[src/sacnru_pkg.sv]
package sacnru_pkg;

	localparam int TAG_W      = 32;
	localparam int IN_ADDR_W  = 32;
	localparam int ABITS_W    = 6;
	localparam int OFFSET_W   = 5;
	localparam int INDEX_W    = 4;
	localparam int WAYCFG_W   = 4;
	localparam int CFG_IDX_W  = 2;
	localparam int CFG_DATA_W = 6;
	localparam int WAY_OUT_W  = 3;
	localparam int CNT_W      = 32;
	localparam int SETF_W     = 16;

	typedef logic [TAG_W-1:0]     tag_t;
	typedef logic [CFG_IDX_W-1:0] cfg_idx_t;

	localparam cfg_idx_t CFG_ADDRESS_BITS = 2'd0;
	localparam cfg_idx_t CFG_OFFSET_BITS  = 2'd1;
	localparam cfg_idx_t CFG_INDEX_BITS   = 2'd2;
	localparam cfg_idx_t CFG_WAYS_IN_USE  = 2'd3;

	localparam logic [ABITS_W-1:0]  RST_ADDRESS_BITS = 6'd32;
	localparam logic [OFFSET_W-1:0] RST_OFFSET_BITS  = 5'd2;
	localparam logic [INDEX_W-1:0]  RST_INDEX_BITS   = 4'd8;
	localparam logic [WAYCFG_W-1:0] RST_WAYS_IN_USE  = 4'd8;

	// one way of a set: valid mark, not-recently-used bit, tag
	typedef struct packed {
		logic valid;
		logic nru;
		tag_t tag;
	} entry_t;

endpackage

[src/sacnru_lookup.sv]
module sacnru_lookup #(
	parameter int WAYS  = 8,
	parameter int WAY_W = 3,
	parameter int NW_W  = 4
) (
	input  logic [NW_W-1:0]                nways,
	input  sacnru_pkg::tag_t               tag,
	input  sacnru_pkg::entry_t [WAYS-1:0]  row_in,
	output logic                           hit,
	output logic [WAY_W-1:0]               way,
	output sacnru_pkg::entry_t [WAYS-1:0]  row_out
);
	import sacnru_pkg::*;

	logic [WAYS-1:0] in_use;
	logic            found;

	always_comb begin
		for (int w = 0; w < WAYS; w++) begin
			in_use[w] = (NW_W'(w) < nways);
		end
	end

	always_comb begin
		row_out = row_in;
		hit     = 1'b0;
		found   = 1'b0;
		way     = '0;
		for (int w = 0; w < WAYS; w++) begin
			if (!hit && in_use[w] && row_in[w].valid && row_in[w].tag == tag) begin
				hit = 1'b1;
				way = WAY_W'(w);
			end
		end
		if (!hit) begin
			for (int w = 0; w < WAYS; w++) begin
				if (!found && in_use[w] && row_in[w].nru) begin
					found = 1'b1;
					way   = WAY_W'(w);
				end
			end
			// no candidate: re-arm every way in use, victim is way 0
			if (!found) begin
				for (int w = 0; w < WAYS; w++) begin
					if (in_use[w]) begin
						row_out[w].nru = 1'b1;
					end
				end
			end
			row_out[way].tag   = tag;
			row_out[way].valid = 1'b1;
		end
		row_out[way].nru = 1'b0;
	end

endmodule

[config.mk]
export PLATFORM = sky130hd
export DESIGN_NAME = sacnru_lookup
export DESIGN_NICKNAME = d
export VERILOG_FILES = /design/src/sacnru_pkg.sv /design/src/sacnru_lookup.sv
export SDC_FILE = /design/constraint.sdc
export NUM_CORES = 1
export LEC_CHECK = 0
export BUFFER_PORTS_ARGS = -buffer_cell sky130_fd_sc_hd__clkbuf_2
export CORE_AREA = 2 2 229 231
export DETAILED_ROUTE_END_ITERATION = 6
export DIE_AREA = 0 0 231 233
export GPL_TIMING_DRIVEN = 0
export PLACE_DENSITY_LB_ADDON = 0.15
export SLEW_MARGIN = 20
export SYNTH_ARGS = -nofsm -noshare
export SYNTH_HDL_FRONTEND = slang
export SYNTH_SLANG_ARGS = --single-unit
[constraint.sdc]
create_clock -name vclk -period 4.9
set_input_delay 0.49 -clock vclk [all_inputs]
set_output_delay 0.49 -clock vclk [all_outputs]
set_load 0.1 [all_outputs]
==> flow_metrics.tcl <==
set metrics [dict create \
    status "finished, final reports clean" \
    dieWidth_um 231 \
    synth.distinct_cells 55 \
    cap_violations 0 \
    viasPerCell 4.85 \
    worstSetupEndpointType "primary output" \
    ctsHoldBuffers 0 \
    synth_top_area_share_pct 31.4 \
    hold_path.class "primary input to primary output" \
    drv_slew 0 \
    syn_area_um2 7760 \
    crit_arrival_ps 4340 \
    maxSlewHeadroom_pct 38.0 \
    crit_required_ps 4410 \
    worstPathMaxFanout 10 \
    fmax_mhz 207 \
    antenna_left 0 \
    antenna_found_initial 10 \
    seq_cells 0 \
    overflow 0 \
    nClkBuffers 0 \
    grt_pass1_wl_um 98800 \
    io_buffers 549 \
    crit_buf_inv 4 \
    core_um2 51100 \
    syn_inst 967 \
    place_congestion 0.881 \
    slowest_delay_ps 550 \
    layout_min_cycle_time_ps 4830 \
    route.vias.total 10725 \
    grt_usage_pct 27.1 \
    worstMarginPinSlew_ps 917 \
    fp.dieArea_um2 53800 \
    wl_per_cell_um 34.6 \
    path_cells "buf_6 > xor2_1 > or4_1 > or4_1 > or4_4 > o211a_2 > o32ai_4 > a21oi_4 > nor3_4 > buf_12 > clkbuf_4 > mux2_2 > clkbuf_4" \
    dp_hpwl_um 60200 \
    grt_max_degree 11 \
    postSynthAreaPerCell_um2 8.02 \
    ys_warn_count 0 \
    drt_iter0_drc 694 \
    fp-row-count 83 \
    yosysSeqAreaShare_pct 0 \
    final_layout_size_suffix_gt1_share_pct 60.4 \
    critical_path.top_delay_family "simple AND/OR/NAND/NOR gates" \
    start_kind "primary input" \
    hold_viol 0 \
    post-route-period-util_pct 98.6 \
    crit_type "primary input to primary output" \
    nNetsFinal 1841 \
    final_area_um2 12400 \
    cpMaxStageDelayCell "or4_1" \
    yosysTopAreaCell "mux2_2" \
    dr.pass1.iters 6 \
    pin_count 584 \
    grt_pass1_vias 11169 \
    dpl_cell_area_um2 11500 \
    wirelength_um 76700 \
    final-seq-area_um2 0 \
    initial_core_util_pct 15.2 \
    drc 0 \
    die_h_um 233 \
    areaGrowthSynthToFinish_pct 59.6 \
    synthTopCellsByArea "mux2_2 (31%), xor2_1 (19%), xnor2_1 (8.7%)" \
    postSynthNetCount 1275 \
    rsz0062_at_grt "true" \
    setup_violations 0 \
]
[layout by cell type, fill, tap and decap left out, types with 8 or more instances in the layout]
cell      Yosys  layout
buf_4         4      36
clkbuf_4      0     177
clkbuf_8      0      17
nand2_1      43      43
a21oi_1      11      10
clkbuf_2      0     378
xnor2_1      77      77
xor2_1      167     167
mux2_2      216     216
mux2_4       20      20
nand3_1      16      14
nand2b_1     22      22
mux2_1       19      19
buf_2        19      37
nor2_1       44      43
inv_1        10      10
nand4_1      40      40
buf_6         4       8
nor3_1       17      14
nor4_1       71      70
[worst paths after layout]
| kind | cells after the start | from | slack [ps] | endpoint |
|---|---|---|---|---|
| max | 13 | tag[4] | 70 | row_out[121] |
| min | 3 | row_in[125] | 1510 | row_out[125] |
[worst min-delay path: stages]
cell and delay, ps:
clkbuf_2 110, mux2_2 140, buf_4 280
[what timing repair did]
| item | in CTS | in global routing |
|---|---|---|
| endpoints found under the setup margin | 274 | 250 |
| pin swaps | 6 | 3 |
| resized for setup | 236 | 108 |
| buffers inserted | 10 | 2 |
[metal layers]
| metal | part of all wire, % | global-route usage, % |
|---|---|---|
| met5 | 0.025 | 0 |
| met3 | 5.5 | 3.11 |
| met2 | 49 | 47.9 |
| met4 | 2.5 | 6.57 |
| met1 | 43 | 35.0 |
[layout make-up]
class / instances / area, um2
inverters: 10 / 37.5
well taps: 680 / 851
multi-input cells: 864 / 7430
diodes: 2 / 5.00
plain buffers: 93 / 767
fillers: 5836 / 38700
repair buffers: 564 / 3300
[logic make-up after synthesis]
| kind of cell | synth area share (%) |
|---|---|
| AOI/OAI and AO/OA | 5.11 |
| xor gates and xnor gates | 27.5 |
| buffers and inverters | 5.87 |
| and+or+nand+nor | 23.5 |
| muxes | 38.0 |
[through the flow]
step           hold WS, ps  cells  utilization, %  setup TNS, ps  setup slack (ps)
6_report              1510   2213            24.2              0              70.8
5_1_grt               1520   2211            24.2          -83.1             -17.2
4_1_cts               1510   2209            24.0           -102             -25.0
3_5_place_dp          1610   2199            22.5        -366930             -1840
3_3_place_gp          1600   2196            22.3        -524650             -2430
2_1_floorplan         1300    967               -          -1570              -511
[cell usage after synthesis, drive strengths merged (3+ instances only)]
cell / n
a21o: 4
or2: 7
nand2: 43
mux2: 255
nand3: 16
nor4b: 9
nand4: 41
nor3: 19
or3: 5
buf: 27
nor2b: 7
a31oi: 8
xor2: 167
or4: 8
clkbuf: 66
nor4: 72
inv: 10
xnor2: 77
nor2: 44
o32a: 4
o21ai: 9
o2111ai: 4
nand2b: 22
and4: 3
nand4b: 5
a21oi: 12
